$ cat config.mk
export PLATFORM = sky130hd
export DESIGN_NAME = matrix_keypad_scan_debounce
export DESIGN_NICKNAME = d
export VERILOG_FILES = /design/src/rtl/kpd_pkg.sv /design/src/rtl/matrix_keypad_scan_debounce.sv /design/src/rtl/kpd_key_decode.sv /design/src/rtl/kpd_debounce.sv
export SDC_FILE = /design/constraint.sdc
export NUM_CORES = 1
export LEC_CHECK = 0
export BUFFER_PORTS_ARGS = -buffer_cell sky130_fd_sc_hd__buf_2
export CAP_MARGIN = 20
export CORE_MARGIN = 4
export CORE_UTILIZATION = 60
export DETAILED_ROUTE_END_ITERATION = 8
export PLACE_DENSITY = 0.9
export SYNTH_ARGS = -nofsm -noshare
export SYNTH_HDL_FRONTEND = slang
export SYNTH_SLANG_ARGS = --single-unit
$ cat constraint.sdc
create_clock -name clk -period 8.7 [get_ports clk]
set_clock_uncertainty 0.1 [all_clocks]
set_input_delay 0.87 -clock clk [delete_from_list [all_inputs] [get_ports clk]]
set_output_delay 0.87 -clock clk [all_outputs]
set_load 0.02 [all_outputs]
$ cat src/rtl/kpd_pkg.sv
`default_nettype none
// ----------------------------------------------------------------------------
// kpd_pkg: shared types and constants for the keypad scanner
// Transaction payloads, the 4x4 character map and the matrix geometry.
// ----------------------------------------------------------------------------
package kpd_pkg;

	// Matrix geometry used for the scan order, bit index = col * KEY_ROWS + row.
	localparam int KEY_ROWS = 4;
	localparam int KEY_COLS = 4;
	localparam int MAP_DIM  = 4;
	localparam int KEY_BITS = 16;

	localparam int CHAR_W    = 7;
	localparam int TIME_W    = 32;
	localparam int DEBOUNCE_W = 16;

	localparam logic [DEBOUNCE_W-1:0] DEBOUNCE_RESET = 16'd25;
	localparam logic [CHAR_W-1:0]     NO_KEY         = 7'd0;

	// Character map, indexed [row][col].
	localparam logic [CHAR_W-1:0] KPD_MAP [MAP_DIM][MAP_DIM] = '{
		'{7'h31, 7'h32, 7'h33, 7'h41},  // 1 2 3 A
		'{7'h34, 7'h35, 7'h36, 7'h42},  // 4 5 6 B
		'{7'h37, 7'h38, 7'h39, 7'h43},  // 7 8 9 C
		'{7'h2A, 7'h30, 7'h23, 7'h44}   // * 0 # D
	};

	// One poll of the keypad.
	typedef struct packed {
		logic                int_event;
		logic                int_level;
		logic [KEY_BITS-1:0] key_lines;
		logic [TIME_W-1:0]   now_ms;
	} kpd_in_t;

	// One scan result.
	typedef struct packed {
		logic [CHAR_W-1:0] key_char;
		logic              scan_pending;
	} kpd_out_t;

endpackage : kpd_pkg
`default_nettype wire

$ cat src/rtl/matrix_keypad_scan_debounce.sv
`default_nettype none
// ----------------------------------------------------------------------------
// matrix_keypad_scan_debounce: 4x4 keypad scanner with debounce
// Input register, single-pass decode and debounce, result register.
// ----------------------------------------------------------------------------
// Each input transaction is one keypad poll and produces exactly one result
// transaction. The block accepts one poll per clock cycle unless in_stall is
// high; an accepted poll passes through the input register and then, across
// the single-pass decode/debounce logic, into the result register. While a
// result is stalled, one further poll may wait in the input register. The
// debounce time is written through cfg_wr_en/cfg_wr_data, by the user only
// while the block is idle; the block does not enforce this. It resets to 25.
module matrix_keypad_scan_debounce (
	input  wire logic                           clk,
	input  wire logic                           arst_n,
	input  wire logic                           cfg_wr_en,
	input  wire logic [kpd_pkg::DEBOUNCE_W-1:0] cfg_wr_data,
	input  wire logic                           in_valid,
	output logic                                in_stall,
	input  wire kpd_pkg::kpd_in_t               in_data,
	output logic                                out_valid,
	input  wire logic                           out_stall,
	output kpd_pkg::kpd_out_t                   out_data
);
	import kpd_pkg::*;

	logic              valid_s1;
	kpd_in_t           data_s1;
	logic              advance;
	logic [CHAR_W-1:0] key;
	kpd_out_t          result;

	// A transaction moves on when the result register is empty or being taken.
	assign advance  = !out_valid || !out_stall;
	assign in_stall = valid_s1 && !advance;

	// Input register.
	always_ff @(posedge clk or negedge arst_n) begin
		if (!arst_n) begin
			valid_s1 <= 1'b0;
		end else if (!in_stall) begin
			valid_s1 <= in_valid;
		end
	end

	always_ff @(posedge clk) begin
		if (!in_stall && in_valid) begin
			data_s1 <= in_data;
		end
	end

	kpd_key_decode u_decode (
		.key_lines (data_s1.key_lines),
		.key_char  (key)
	);

	kpd_debounce u_debounce (
		.clk         (clk),
		.arst_n      (arst_n),
		.cfg_wr_en   (cfg_wr_en),
		.cfg_wr_data (cfg_wr_data),
		.fire        (valid_s1 && advance),
		.int_event   (data_s1.int_event),
		.int_level   (data_s1.int_level),
		.now_ms      (data_s1.now_ms),
		.key         (key),
		.result      (result)
	);

	// Result register.
	always_ff @(posedge clk or negedge arst_n) begin
		if (!arst_n) begin
			out_valid <= 1'b0;
		end else if (advance) begin
			out_valid <= valid_s1;
		end
	end

	always_ff @(posedge clk) begin
		if (advance && valid_s1) begin
			out_data <= result;
		end
	end

	// A delivered key character always comes with the pending flag set.
	a_key_implies_pending: assert property (@(posedge clk) disable iff (!arst_n)
		out_valid |-> (out_data.key_char == NO_KEY || out_data.scan_pending))
		else $error("key character delivered without pending flag");

	// An accepted poll always lands in the input register.
	a_accept_fills_s1: assert property (@(posedge clk) disable iff (!arst_n)
		in_valid && !in_stall |=> valid_s1)
		else $error("accepted transaction lost at the input register");

	// A waiting poll moves into the result register once the output frees up.
	a_s1_drains: assert property (@(posedge clk) disable iff (!arst_n)
		valid_s1 && advance |=> out_valid)
		else $error("transaction lost between input and result register");

endmodule : matrix_keypad_scan_debounce
`default_nettype wire

$ cat src/rtl/kpd_key_decode.sv
`default_nettype none
// ----------------------------------------------------------------------------
// kpd_key_decode: first pressed key to character
// Priority encoder over the active-low matrix samples in column-then-row
// order, followed by the character map lookup.
// ----------------------------------------------------------------------------
module kpd_key_decode (
	input  wire logic [kpd_pkg::KEY_BITS-1:0] key_lines,
	output logic      [kpd_pkg::CHAR_W-1:0]   key_char
);
	import kpd_pkg::*;

	logic found;

	// Scan columns, then rows within a column; the first low sample wins.
	// Positions outside the sample word or the character map never count.
	always_comb begin
		found    = 1'b0;
		key_char = NO_KEY;
		for (int c = 0; c < KEY_COLS; c++) begin
			for (int r = 0; r < KEY_ROWS; r++) begin
				if (!found && (c * KEY_ROWS + r) < KEY_BITS && r < MAP_DIM && c < MAP_DIM) begin
					if (!key_lines[$clog2(KEY_BITS)'(c * KEY_ROWS + r)]) begin
						found    = 1'b1;
						key_char = KPD_MAP[r][c];
					end
				end
			end
		end
	end

endmodule : kpd_key_decode
`default_nettype wire

$ cat src/rtl/kpd_debounce.sv
`default_nettype none
// ----------------------------------------------------------------------------
// kpd_debounce: pending flag, debounce timer and key acceptance
// Holds the scanner state and the debounce register, and computes one
// result per transaction that is handed to the result register.
// ----------------------------------------------------------------------------
module kpd_debounce (
	input  wire logic                           clk,
	input  wire logic                           arst_n,
	input  wire logic                           cfg_wr_en,
	input  wire logic [kpd_pkg::DEBOUNCE_W-1:0] cfg_wr_data,
	input  wire logic                           fire,
	input  wire logic                           int_event,
	input  wire logic                           int_level,
	input  wire logic [kpd_pkg::TIME_W-1:0]     now_ms,
	input  wire logic [kpd_pkg::CHAR_W-1:0]     key,
	output kpd_pkg::kpd_out_t                   result
);
	import kpd_pkg::*;

	logic [DEBOUNCE_W-1:0] debounce_q;
	logic                  pending_q;
	logic [CHAR_W-1:0]     raw_key_q;
	logic [TIME_W-1:0]     change_time_q;
	logic [CHAR_W-1:0]     stable_key_q;

	logic                  pend_eff;
	logic                  changed;
	logic [TIME_W-1:0]     change_time_d;
	logic [TIME_W-1:0]     elapsed;
	logic                  settling;
	logic                  emit;
	logic                  released;
	logic                  pending_d;

	// Debounce time register.
	always_ff @(posedge clk or negedge arst_n) begin
		if (!arst_n) begin
			debounce_q <= DEBOUNCE_RESET;
		end else if (cfg_wr_en) begin
			debounce_q <= cfg_wr_data;
		end
	end

	// Debounce decision; the event sets pending before the same poll is scanned.
	always_comb begin
		pend_eff      = pending_q | int_event;
		changed       = key != raw_key_q;
		change_time_d = changed ? now_ms : change_time_q;
		elapsed       = now_ms - change_time_d;
		settling      = elapsed < {{(TIME_W-DEBOUNCE_W){1'b0}}, debounce_q};
		emit          = pend_eff && key != NO_KEY && !settling && key != stable_key_q;
		released      = pend_eff && key == NO_KEY && !settling;
		pending_d     = pend_eff && !(released && int_level);
		result.key_char     = emit ? key : NO_KEY;
		result.scan_pending = pending_d;
	end

	// Scanner state, updated when a transaction moves into the result register.
	always_ff @(posedge clk or negedge arst_n) begin
		if (!arst_n) begin
			pending_q     <= 1'b0;
			raw_key_q     <= NO_KEY;
			change_time_q <= '0;
			stable_key_q  <= NO_KEY;
		end else if (fire) begin
			pending_q <= pending_d;
			if (pend_eff) begin
				raw_key_q     <= key;
				change_time_q <= change_time_d;
			end
			if (emit) begin
				stable_key_q <= key;
			end else if (released) begin
				stable_key_q <= NO_KEY;
			end
		end
	end

	// An emitted key always leaves the scanner pending.
	a_emit_keeps_pending: assert property (@(posedge clk) disable iff (!arst_n)
		fire && emit |=> pending_q && stable_key_q == $past(key))
		else $error("emitted key did not become the stable key");

	// With nothing pending and no event, the key state does not move.
	a_idle_no_change: assert property (@(posedge clk) disable iff (!arst_n)
		fire && !pending_q && !int_event |=> !pending_q && $stable(raw_key_q)
		&& $stable(stable_key_q))
		else $error("state changed while not pending");

endmodule : kpd_debounce
`default_nettype wire
==> Word-level counts from Yosys, hierarchy flattened <==
Index checks and enable logic that the tools add are counted.
{ "word_totals": {"register_bits": 115, "word_cells": 71, "romBits": 0, "inputBits": 71, "mem_bits_rw": 0, "output_inout_bits": 10, "mem_count": 0, "latch_bits": 0} }
{ "op_classes": {"reduce_logical": 22, "n_div": 0, "multipliers": 0, "mux": 31, "eq_ne": 2, "n_bitwise": 1, "add_sub_neg": 1, "n_lt_le_gt_ge": 1, "n_shift": 0} }
{ "op_table": {"columns": ["op", "count"], "rows": [
  ["2-to-1 mux 7 bit", 14],
  ["less-than comparator 32 x 16 -> 1 bit", 1],
  ["2-to-1 mux 32 bit", 1],
  ["subtractor 32 bit", 1],
  ["2-to-1 mux 6 bit", 3],
  ["inequality test 7 bit", 2],
  ["2-to-1 mux 1 bit", 13],
  ["logical AND 1 bit", 10],
  ["zero test 7 bit", 1],
  ["nonzero test 7 bit", 1],
  ["zero test 1 bit", 6],
  ["AND reduction 2 bit", 2],
  ["nonzero test 2 bit", 1],
  ["logical OR 1 bit", 1],
  ["bitwise OR 1 bit", 1]
]} }

==> Logic depth before layout (Yosys ltp) <==
Gate-level depths: netlist (run 1).
{ "depth": {"word_depth": 24, "depth_mapped": 33, "ltp_nobuf": 29} }

==> By module <==
From an unflattened synthesis (run 1), not the netlist that was laid out.
{ "unflattened": {"cells_unflattened": 775, "hier_area_um2": 7978.9} }
{ "by_module_without_submodules": {"columns": ["module", "n_inst", "seq_area_each_um2", "cells_each", "area_each_um2"], "rows": [
  ["kpd_debounce", 1, 1580.3, 693, 6047.0],
  ["matrix_keypad_scan_debounce", 1, 1791.7, 66, 1834.3],
  ["kpd_key_decode", 1, 0.0, 16, 97.6]
]} }

==> Worst setup path before layout (run 1) <==
Ideal clock, no wire load.
{ "synth_timing": {"path_type": "register to register", "from": "register data_s1[34] (netlist bit)", "to": "register u_debounce.stable_key_q[0]", "t_arrival_ps": 7080, "setup_slack_ps": 1398, "synth_period_minus_slack_ps": 7302, "t_required_ps": 8478, "stages_incl_launch_ff": 33, "setup_ps": 122, "n_path_buf": 3, "path_cell_list": "edfxtp_1 and4_1 and3_1 or4b_4 nor4_1 buf_2 buf_2 nor2_1 a21oi_1 inv_1 fa_1 nand2b_1 a21oi_1 o41a_1 a41o_1 nor3_2 nor2_1 a21oi_1 xnor2_1 ha_1 a21o_1 a221o_1 a31oi_1 o221a_2 o2111ai_1 nor4_1 nand4_1 nor4_1 nand4_1 or4_4 nor2b_4 buf_6 a32o_1"} }
{ "synth_via": {"elab_chain_cells": 21, "elab_cells_between_ends": 34, "classes_between": "add/sub: 1; order compare: 1; eq/ne: 2; mux: 20; reduce/logical: 10"} }
{ "synth_rtl": {"columns": ["item", "line_no", "source"], "rows": [
  ["start, declared", "matrix_keypad_scan_debounce.sv:28", "kpd_in_t data_s1;"],
  ["start signal, assigned", "matrix_keypad_scan_debounce.sv:48", "data_s1 <= in_data;"],
  ["2-to-1 mux 7 bit", "kpd_key_decode.sv:23", "if (!key_lines[$clog2(KEY_BITS)'(c * KEY_ROWS + r)]) begin"],
  ["2-to-1 mux 7 bit", "kpd_key_decode.sv:22", "if (!found && (c * KEY_ROWS + r) < KEY_BITS && r < MAP_DIM && c < MAP_DIM) begin"],
  ["2-to-1 mux 7 bit", "kpd_key_decode.sv:23", null],
  ["2-to-1 mux 7 bit", "kpd_key_decode.sv:22", null],
  ["2-to-1 mux 7 bit", "kpd_key_decode.sv:23", null],
  ["2-to-1 mux 7 bit", "kpd_key_decode.sv:22", null],
  ["2-to-1 mux 7 bit", "kpd_key_decode.sv:23", null],
  ["2-to-1 mux 7 bit", "kpd_key_decode.sv:22", null],
  ["[... 5 more ...]", null, null],
  ["2-to-1 mux 32 bit *", "kpd_debounce.sv:49", "change_time_d = changed ? now_ms : change_time_q;"],
  ["via u_debounce.change_time_d[1]", "kpd_debounce.sv:29", "logic [TIME_W-1:0] change_time_d;"],
  ["subtractor 32 bit *", "kpd_debounce.sv:50", "elapsed = now_ms - change_time_d;"],
  ["less-than comparator 32 x 16 -> 1 bit *", "kpd_debounce.sv:51", "settling = elapsed < {{(TIME_W-DEBOUNCE_W){1'b0}}, debounce_q};"],
  ["zero test 1 bit *", "kpd_debounce.sv:52, kpd_debounce.sv:53", null],
  ["logical AND 1 bit (2 in series)", "kpd_debounce.sv:52", "emit = pend_eff && key != NO_KEY && !settling && key != stable_key_q;"],
  ["nonzero test 2 bit (no source line)", null, null],
  ["AND reduction 2 bit (no source line)", null, null],
  ["end signal, assigned", "kpd_debounce.sv:73", "stable_key_q <= key;"],
  ["end, declared", "kpd_debounce.sv:25", "logic [CHAR_W-1:0] stable_key_q;"]
]} }
The timed path passes the listed nets; every way through them passes the cells marked *.
A chain may end at the register's enable or synchronous reset.

==> Final worst setup path (run 1) <==
{ "layout_timing": {"from": "register data_s1[35] (netlist bit)", "to": "register u_debounce.stable_key_q[1]"} }
{ "layout_via": {"elab_chain_cells": 19, "elab_cells_between_ends": 31, "classes_between": "add/sub: 1; order compare: 1; eq/ne: 2; mux: 17; reduce/logical: 10"} }
{ "layout_rtl": {"columns": ["item", "line_no"], "rows": [
  ["2-to-1 mux 7 bit", "kpd_key_decode.sv:23"],
  ["2-to-1 mux 7 bit", "kpd_key_decode.sv:22"],
  ["2-to-1 mux 7 bit", "kpd_key_decode.sv:23"],
  ["2-to-1 mux 7 bit", "kpd_key_decode.sv:22"],
  ["2-to-1 mux 7 bit", "kpd_key_decode.sv:23"],
  ["2-to-1 mux 7 bit", "kpd_key_decode.sv:22"],
  ["2-to-1 mux 7 bit", "kpd_key_decode.sv:23"],
  ["2-to-1 mux 7 bit", "kpd_key_decode.sv:22"],
  ["[... 3 more ...]", null],
  ["2-to-1 mux 32 bit *", "kpd_debounce.sv:49"],
  ["via u_debounce.change_time_d[1]", "kpd_debounce.sv:29"],
  ["subtractor 32 bit *", "kpd_debounce.sv:50"],
  ["less-than comparator 32 x 16 -> 1 bit *", "kpd_debounce.sv:51"],
  ["zero test 1 bit *", "kpd_debounce.sv:52, kpd_debounce.sv:53"],
  ["logical AND 1 bit (2 in series)", "kpd_debounce.sv:52"],
  ["nonzero test 2 bit (no source line)", null],
  ["AND reduction 2 bit (no source line)", null]
]} }
Marks and branches as above.

==> results of run 1 <==
==> sequential cells by signal (all words and copies together) (netlist names) <==
register and flops:
u_debounce.stable_key_q 6, out_data 7, out_valid 1, u_debounce.debounce_q 16, u_debounce.change_time_q 32, u_debounce.pending_q 1, data_s1 42, u_debounce.raw_key_q 6
valid_s1 1
==> metrics by stage <==
step / std cells / setup slack (ps) / utilization
after floorplan: 755 / 1400 / -
after global placement: 947 / 958 / 0.649
after detailed placement: 947 / 833 / 0.649
after CTS: 963 / 822 / 0.676
after global routing: 964 / 145 / 0.678
final: 964 / 646 / 0.678
==> worst register-to-register path: cells and delay by family, from the launching register on <==
| kind | cells | cell delay (ps) |
|---|---|---|
| simple gates | 14 | 3510 |
| compound gates | 11 | 2560 |
| xor+xnor | 1 | 230 |
| buf+inv | 2 | 280 |
| fa+ha+maj | 2 | 730 |
| flops | 1 | 540 |
==> cell families after synthesis <==
kind of cell               share of synthesized area
DFF                                            0.417
AOI/OAI and AO/OA                              0.192
buffers and inverters                         0.0424
other                                       0.000513
adders and majority gates                     0.0791
muxes                                         0.0861
xor gates and xnor gates                      0.0299
and+or+nand+nor                                0.153
==> power by group through the flow <==
stage,Combinational [mW],Sequential [mW],Clock (mW)
2_1_floorplan,0.494,0.684,0
3_3_place_gp,0.630,0.688,0
3_5_place_dp,0.650,0.694,0
4_1_cts,0.657,0.683,0.440
5_1_grt,0.741,0.693,0.461
6_report,0.672,0.684,0.432
==> layout make-up <==
type / count / share of cell area
clock buffers: 10 / 0.0295
clock inverters: 6 / 0.00895
inverters: 44 / 0.0204
multi-input cells: 566 / 0.488
flip-flops and latches: 112 / 0.376
well taps: 147 / 0.0227
repair buffers: 79 / 0.0537
==> worst max-delay path by stage <==
stage / cells after the start / startpoint / end
finish: 30 / data_s1[35]$_DFFE_PP_ / u_debounce.stable_key_q[1]$_DFFE_PN0P_
global route: 30 / data_s1[35]$_DFFE_PP_ / out_data[3]$_SDFFCE_PN0P_
CTS: 30 / data_s1[35]$_DFFE_PP_ / u_debounce.stable_key_q[1]$_DFFE_PN0P_
detailed placement: 30 / data_s1[35]$_DFFE_PP_ / u_debounce.stable_key_q[1]$_DFFE_PN0P_
global placement: 27 / data_s1[35]$_DFFE_PP_ / u_debounce.stable_key_q[4]$_DFFE_PN0P_
floorplan: 32 / data_s1[34]$_DFFE_PP_ / u_debounce.stable_key_q[0]$_DFFE_PN0P_
==> metal layers <==
layer  part of all wire  global-route usage  vias up  wire length (um)
met2               0.48               0.409      266              8310
met4              0.017              0.0739        0               289
met1               0.42               0.330     2926              7330
li1                   -                   -     2920                 -
met3              0.079              0.0507       31              1360
met5                  0                   0        -                 0
==> placed cells by master, fill, tap and decap left out, types with 5 or more instances in the layout <==
cell / count
buf_2: 71
nand2_1: 70
dfrtp_1: 60
o21ai_0: 56
edfxtp_1: 49
nor2_1: 46
a21oi_1: 45
inv_1: 44
ha_1: 43
mux2_2: 31
mux2i_1: 28
nand3_1: 23
a21o_1: 16
xnor2_1: 14
nand4_1: 12
a31oi_1: 12
xor2_1: 11
a211oi_1: 9
nor3_1: 9
and3_1: 9
clkbuf_16: 9
nand2b_1: 8
o211ai_1: 8
buf_4: 7
nand4b_1: 6
a21boi_0: 6
nor2b_1: 6
and2_1: 6
a32o_1: 6
nor4_1: 5
o31ai_1: 5
==> out/metrics.yaml, run 1 <==
outcome: "finished clean"
start_util: 0.611
crit_path_start_kind: "flop"
path_buf_inv: 2
firstDrtPassIters: 6
period_minus_slack_ps: 8050
hold_depth: 1
synth_top_cell_by_area: "dfrtp_1"
endpoint_kind: "flop"
synth.avg_cell_area_um2: 9.68
r2r_start: "data_s1[35]$_DFFE_PP_"
synth-edff-count: 49
clock.fmax_mhz: 124
hold_path.class: "reg2reg"
p_leak_nw: 3.58
vias_per_cell: 6.37
ys_warn_count: 0
cp_slowest_stage_delay_ps: 590
ys.flop_type: "dfrtp_1"
detailedPlacementHpwl_mm: 12.7
cts.sinks: 112
hp-start: "valid_s1$_DFFE_PN0N_"
ff2ff_path_depth: 30
place.gp.congestion: 0.977
whs_ps: 379
grt_pass1_wl_mm: 28.7
ff_latch_area_um2: 3050
whs_endpoint: "out_valid$_DFFE_PN0N_"
post_cts_buffers: 0
hold_violations: 0
fp.dieW_um: 118
ir_drop_v: 0.000180
numCtsBuffers: 9
p_int_mw: 1.15
antennaDiodeCount: 0
synth_area_um2: 7310
rsz0062_at_grt: "false"
syn_to_final_growth_pct: 10.9
critPathSlowestCell: "or4_4"
synth-seq-cells: 112
cts_buffer_depth: 2
multi_input_area_um2: 3960
final_nets: 927
layout-drive-gt1-share: 0.179
yosysMostFrequentCell: "nand2_1"
fin_area_um2: 8110
fill_cells: 916
comb_power_share: 0.376
seqPwrFrac: 0.383
r2r_slack_ps: 650
track_usage: 0.247
powerDensity_nw_per_um2: 220
ctsHoldBuffers: 0
synth_fp_nets: 870
max-cap-violations: 0
async_reset_ff_frac: 0.563
cts-root-buf: "clkbuf_16"
drtIter0Drc: 628
yosysSeqAreaShare: 0.417
placed_area_um2: 7770
die_area_um2: 14000
drc_errors: 0
critPathKind: "reg2reg"
r2r-end: "u_debounce.stable_key_q[1]$_DFFE_PN0P_"
wirelength_mm: 17.3
cts_resized: 0
ant_nets: 0
core-area_um2: 12000
finalMaxSlewViolations: 0
crit_family: "simple AND/OR/NAND/NOR gates"
synth_common_cells: "nand2_1 (70), dfrtp_1 (60), o21ai_0 (56), edfxtp_1 (49), nor2_1 (47)"
arrival_ps: 8200
relSlewSlack: 0.251
die_h_um: 118
antenna_found_initial: 0
drt-wirelength-per-cell_um: 17.9
critPathMostFrequentCell: "a21oi_1"
synthTopCellsByArea: "dfrtp_1 (21%), edfxtp_1 (20%), ha_1 (7.4%), mux2_2 (4.8%), mux2i_1 (3.8%)"
swShare: 0.358
power_mw: 1.79
fp-row-count: 40
critPathRequiredTime_ps: 8850
setup_tns_ps: 0
ios: 81
cts_tree: "done"
cts.clk_slew.worst_paths_ps: 70
io_buffers: 71
synth_cells: 755
clk_latency_ps: 360
cp_max_fo: 12
dr_total_vias: 6143
yosysTopAreaCellShare: 0.205
grt_max_degree: 64
grt_pass1_vias: 6070
setup_viol: 0
fin_crit_sh: 0.926
htreeDepth: 3
clkPwrFrac: 0.241
tightest_slew_ps: 1110
grt.overflow.total: 0
power_switching_mw: 0.640
synth.distinct_cells: 73
(Power assumes the default switching activity.)
==> run 2: changes to the inputs <==
--- a/config.mk
+++ b/config.mk
@@ -8,9 +8,9 @@
 export BUFFER_PORTS_ARGS = -buffer_cell sky130_fd_sc_hd__buf_2
 export CAP_MARGIN = 20
 export CORE_MARGIN = 4
-export CORE_UTILIZATION = 60
+export CORE_UTILIZATION = 35
 export DETAILED_ROUTE_END_ITERATION = 8
-export PLACE_DENSITY = 0.9
+export PLACE_DENSITY = 0.61
 export SYNTH_ARGS = -nofsm -noshare
 export SYNTH_HDL_FRONTEND = slang
 export SYNTH_SLANG_ARGS = --single-unit
==> run 2 against run 1 <==
- count of clock-buffer cells in the layout unchanged
- largest cell class unchanged
- register-to-register slack worse by 130 ps
- routed wire length up 1.7%
- power up 1.0%
- combinational power down 1%
- cell count up 13%
- non-clock buffer count unchanged
- global-route usage down 9.5 points
==> out/metrics.yaml, run 2 (synthesis gave the netlist of run 1 again) <==
wirelength_mm: 17.6  # +1.7%
detailedPlacementHpwl_mm: 13.3  # +4.6%
antennaDiodeCount: 0  # unchanged
placed_area_um2: 7920  # +2.0%
numCtsBuffers: 9  # unchanged
mostFrequentLayoutCells: "buf_2 (71), nand2_1 (70), dfrtp_1 (60)"
firstDrtPassIters: 5  # -1
hold_violations: 0  # unchanged
dr_total_vias: 5829  # -5.1%
outcome: "finished clean"
io_buffers: 71  # unchanged
critPathKind: "reg2reg"
cts_resized: 0  # unchanged
layout-drive-gt1-share: 0.177  # -0.00122
largest_reg_flops: 42  # unchanged
whs_ps: 378  # -0.770 ps
hold_path.class: "reg2reg"
core-area_um2: 20400  # +70%
ir_drop_v: 0.0000922  # -49%
critPathSlowestCell: "or4_4"
setup_viol: 0  # unchanged
cts_tree: "done"
fin_area_um2: 8270  # +2.0%
max-cap-violations: 0  # unchanged
ant_nets: 0  # unchanged
clk_latency_ps: 360  # about the same
clock.fmax_mhz: 122  # -1.6%
period_minus_slack_ps: 8180  # +131 ps
drt-wirelength-per-cell_um: 16.2  # -9.8%
endpoint_kind: "flop"
syn_to_final_growth_pct: 13.1
die_area_um2: 23300  # +66%
cts.sinks: 112  # unchanged
largest_register: "data_s1"
path_buf_inv: 0  # -2
power_mw: 1.81  # +1.0%
fill_cells: 2031  # +120%
cts_buffer_depth: 2  # unchanged
relSlewSlack: 0.329  # +0.0779
arrival_ps: 8200  # about the same
die_h_um: 153  # +29%
critPathRequiredTime_ps: 8710  # -140 ps
grt_max_degree: 64  # unchanged
hold_depth: 1  # unchanged
ios: 81  # unchanged
drtIter0Drc: 387  # -38%
crit_family: "simple AND/OR/NAND/NOR gates"
crit_path_start_kind: "flop"
tightest_slew_ps: 993  # -115 ps
post_cts_buffers: 0  # unchanged
vias_per_cell: 5.36  # -16%
dpl.cell_count: 1070  # +13%
cts-root-buf: "clkbuf_16"
layout_commonest_cell: "buf_2"
top_regs: "data_s1: 42 flops, u_debounce.change_time_q: 32 flops, u_debounce.debounce_q: 16 flops"
htreeDepth: 3  # unchanged
ff2ff_path_depth: 28  # -6.7%
grt_pass1_vias: 5740  # -5.4%
antenna_found_initial: 0  # unchanged
powerDensity_nw_per_um2: 218  # -0.95%
place.gp.congestion: 0.946  # -3.1%
final_nets: 927  # unchanged
cts.clk_slew.worst_paths_ps: 80  # about the same
cp_max_fo: 12  # unchanged
drc_errors: 0  # unchanged
fp-row-count: 52  # +30%
rsz0062_at_grt: "false"
fp.dieW_um: 153  # +29%
worst-path-stages: 28  # -6.7%
final_cells: 1087  # +13%
grt.overflow.total: 0  # unchanged
ctsHoldBuffers: 0  # unchanged
track_usage: 0.152  # -0.0952
p_leak_nw: 3.58  # about the same
cp_slowest_stage_delay_ps: 600  # about the same
finalMaxSlewViolations: 0  # unchanged
fin_crit_sh: 0.941  # +0.0150
setup_tns_ps: 0  # unchanged
start_util: 0.359  # -0.252
grt_pass1_wl_mm: 29.5  # +3.0%
[run 2: power by group]
part	internal, mW	switching, mW	total [mW]
logic	0.276	0.387	0.663
registers	0.634	0.0470	0.681
clock network	0.258	0.203	0.461
total	1.17	0.637	1.81
[run 2: metrics by stage]
step	utilization	setup slack, ps
detailed placement	0.389	577
global placement	0.389	707
finish	0.406	516
CTS	0.405	556
global route	0.406	3.80
floorplan	-	1400
[run 2: layer usage]
layer | wire (um) | vias to the layer above | GRT usage
li1 | - | 2918 | -
met1 | 8640 | 2747 | 0.215
met2 | 7830 | 150 | 0.241
met3 | 926 | 14 | 0.0312
met4 | 201 | 0 | 0.0369
met5 | 0 | - | 0
[run 2: worst paths after layout]
kind | endpoint | start | slack (ps)
min | out_valid$_DFFE_PN0N_ | valid_s1$_DFFE_PN0N_ | 380
min reg2reg | out_valid$_DFFE_PN0N_ | valid_s1$_DFFE_PN0N_ | 380
max in group asynchronous | u_debounce.change_time_q[9]$_DFFE_PN0P_ | arst_n | 7360
max reg2reg | out_data[1]$_SDFFCE_PN0P_ | data_s1[35]$_DFFE_PP_ | 520
min in group asynchronous | valid_s1$_DFFE_PN0N_ | arst_n | 590
max | out_data[1]$_SDFFCE_PN0P_ | data_s1[35]$_DFFE_PP_ | 520
[run 2: layout make-up]
cell class	instances	area (um2)	area share
sequential	112	3050	0.369
clock buffer	10	229	0.0277
multi-input combinational	566	3960	0.479
clock inverter	6	100	0.0121
inverter	44	165	0.0200
timing repair buffer	79	428	0.0517
tap	270	338	0.0408
[run 2: worst reg2reg max path, delay by kind of cell, from the launching register on]
family | cells | cell delay, ps
AO/OA/AOI/OAI | 10 | 2130
AND/OR/NAND/NOR | 14 | 3970
flip-flops | 1 | 540
adder cells (fa/ha/maj) | 3 | 940
XOR/XNOR | 1 | 240
==> run 3: changes to the inputs <==
--- a/config.mk
+++ b/config.mk
@@ -8,9 +8,9 @@
 export BUFFER_PORTS_ARGS = -buffer_cell sky130_fd_sc_hd__buf_2
 export CAP_MARGIN = 20
 export CORE_MARGIN = 4
-export CORE_UTILIZATION = 35
+export CORE_UTILIZATION = 25
 export DETAILED_ROUTE_END_ITERATION = 8
-export PLACE_DENSITY = 0.61
+export PLACE_DENSITY = 0.5
 export SYNTH_ARGS = -nofsm -noshare
 export SYNTH_HDL_FRONTEND = slang
 export SYNTH_SLANG_ARGS = --single-unit
==> run 3 against run 2 <==
- sequential power about the same
- via count up 1.2%
- setup slack better by 340 ps
- worst hold slack better by 5.2 ps
- critical path depth unchanged
- routed wire length up 6.9%
- power down 0.38%
- non-clock buffer count unchanged
- die area up 38%
- critical endpoint unchanged
- largest cell class unchanged
- largest power group unchanged
==> out/metrics.yaml, run 3 (synthesis gave the netlist of run 1 again) <==
outcome: "finished clean"
fin_crit_sh: 0.902  # -0.0390
antenna_found_initial: 2  # +2
die_h_um: 179  # +17%
vias_per_cell: 4.91  # -8.5%
tightest_slew_ps: 1040  # +48.3 ps
setup_ws_ps: 855  # +339 ps
final_util: 0.292  # -0.114
drc_errors: 0  # unchanged
cts_tree: "done"
relSlewSlack: 0.297  # -0.0326
top_regs: "data_s1: 42 flops, u_debounce.change_time_q: 32 flops, u_debounce.debounce_q: 16 flops"
cts.clk_slew.worst_paths_ps: 90  # about the same
period_minus_slack_ps: 7850  # -339 ps
cts_resized: 0  # unchanged
cts.sinks: 112  # unchanged
start_util: 0.254  # -0.105
numCtsBuffers: 9  # unchanged
place.gp.congestion: 0.873  # -7.7%
post_cts_buffers: 0  # unchanged
powerDensity_nw_per_um2: 214  # -2.0%
fill_cells: 3022  # +49%
die_area_um2: 32000  # +38%
grt.overflow.total: 0  # unchanged
fp.dieW_um: 179  # +17%
finalMaxSlewViolations: 0  # unchanged
place_ws_ps: 800  # +223 ps
max-cap-violations: 0  # unchanged
clk_latency_ps: 370  # about the same
drtIter0Drc: 388  # +0.26%
ant_nets: 0  # unchanged
core-area_um2: 28800  # +41%
track_usage: 0.120  # -0.0324
endpoint_kind: "flop"
p_leak_nw: 3.58  # -0.15%
setup_tns_ps: 0  # unchanged
largest_register: "data_s1"
cts_buffer_depth: 2  # unchanged
critPathKind: "reg2reg"
dr_total_vias: 5898  # +1.2%
mostFrequentLayoutCells: "buf_2 (71), nand2_1 (70), dfrtp_1 (60)"
cts-root-buf: "clkbuf_16"
r2r_start: "data_s1[35]$_DFFE_PP_"
grt_max_degree: 64  # unchanged
ir_drop_v: 0.0000999  # +8.3%
wirelength_mm: 18.8  # +6.9%
final_nets: 927  # unchanged
firstDrtPassIters: 5  # unchanged
hold_path.class: "reg2reg"
detailedPlacementHpwl_mm: 14.1  # +6.3%
io_buffers: 71  # unchanged
htreeDepth: 3  # unchanged
ctsHoldBuffers: 0  # unchanged
cp_max_fo: 12  # unchanged
final_cells: 1202  # +11%
critPathRequiredTime_ps: 8720  # about the same
clock.fmax_mhz: 127  # +4.3%
ios: 81  # unchanged
largest_reg_flops: 42  # unchanged
arrival_ps: 7860  # -340 ps
hp-start: "valid_s1$_DFFE_PN0N_"
setup_viol: 0  # unchanged
startpoint: "data_s1[35]$_DFFE_PP_"
grt_pass1_wl_mm: 30.5  # +3.4%
syn_to_final_growth_pct: 15.0
crit_path_start_kind: "flop"
cp_slowest_stage_delay_ps: 600  # about the same
dpl.cell_count: 1184  # +11%
layout-drive-gt1-share: 0.179  # +0.00122
rsz0062_at_grt: "false"
hold_violations: 0  # unchanged
drt-wirelength-per-cell_um: 15.6  # -3.3%
fp-row-count: 62  # +19%
critPathSlowestCell: "or4_4"
multi_input_area_um2: 3960  # unchanged
ff_latch_area_um2: 3050  # unchanged
grt_pass1_vias: 5664  # -1.3%
layout_commonest_cell: "buf_2"
[run 3: cell types whose count changed in the layout (fill, tap and decap cells not counted), sizes merged]
| cell | previous run | this run |
|---|---|---|
| clkinvlp | 0 | 1 |
| bufinv | 2 | 1 |
| diode | 0 | 1 |
| clkinv | 1 | 3 |
| inv | 47 | 46 |
| clkbuf | 10 | 9 |
[run 3: critical path: cells and delay by family, from the launching register on]
kind                     cells  cell delay (ps)
AO/OA/AOI/OAI               10             2160
XOR/XNOR                     1              180
adder cells (fa/ha/maj)      3              920
flip-flops                   1              550
AND/OR/NAND/NOR             14             3680
[run 3: routing by layer]
| layer | up-vias | routed length [um] | track usage |
|---|---|---|---|
| li1 | 2914 | - | - |
| met1 | 2820 | 9290 | 0.168 |
| met3 | 19 | 914 | 0.0259 |
| met4 | 2 | 312 | 0.0326 |
| met5 | - | 7 | 0 |
| met2 | 143 | 8280 | 0.186 |
[run 3: area by class of cell]
| type | count | area share |
|---|---|---|
| Multi-Input combinational cell | 566 | 0.471 |
| Sequential cell | 112 | 0.363 |
| Tap cell | 384 | 0.0571 |
| Timing Repair Buffer | 79 | 0.0509 |
| Clock buffer | 9 | 0.0268 |
| Inverter | 44 | 0.0196 |
| Clock inverter | 7 | 0.0116 |
| Antenna cell | 1 | 0.000298 |
[run 3: power by group]
group / total, mW / switching (mW) / internal [mW]
clock network: 0.453 / 0.220 / 0.232
logic: 0.665 / 0.388 / 0.277
registers: 0.682 / 0.0477 / 0.634
total: 1.80 / 0.656 / 1.14
[run 3: worst paths after layout]
kind                                                           endpoint  slack (ps)  depth (start not counted)
worst min-delay path                              out_valid$_DFFE_PN0N_         380                          1
worst min register to register                    out_valid$_DFFE_PN0N_         380                          1
worst max-delay path                          out_data[1]$_SDFFCE_PN0P_         850                         28
min in group asynchronous                          valid_s1$_DFFE_PN0N_         570                          2
max in group asynchronous       u_debounce.change_time_q[4]$_DFFE_PN0P_        7330                          2
worst max register to register                out_data[1]$_SDFFCE_PN0P_         850                         28
[run 3: through the flow]
| stage | total power, mW | hold WS, ps | instance area, um2 |
|---|---|---|---|
| after floorplan | 1.18 | 343 | 7310 |
| after global placement | 1.35 | 354 | 8070 |
| after detailed placement | 1.36 | 366 | 8070 |
| after CTS | 1.82 | 386 | 8390 |
| after global routing | 1.93 | 392 | 8410 |
| final | 1.80 | 383 | 8410 |
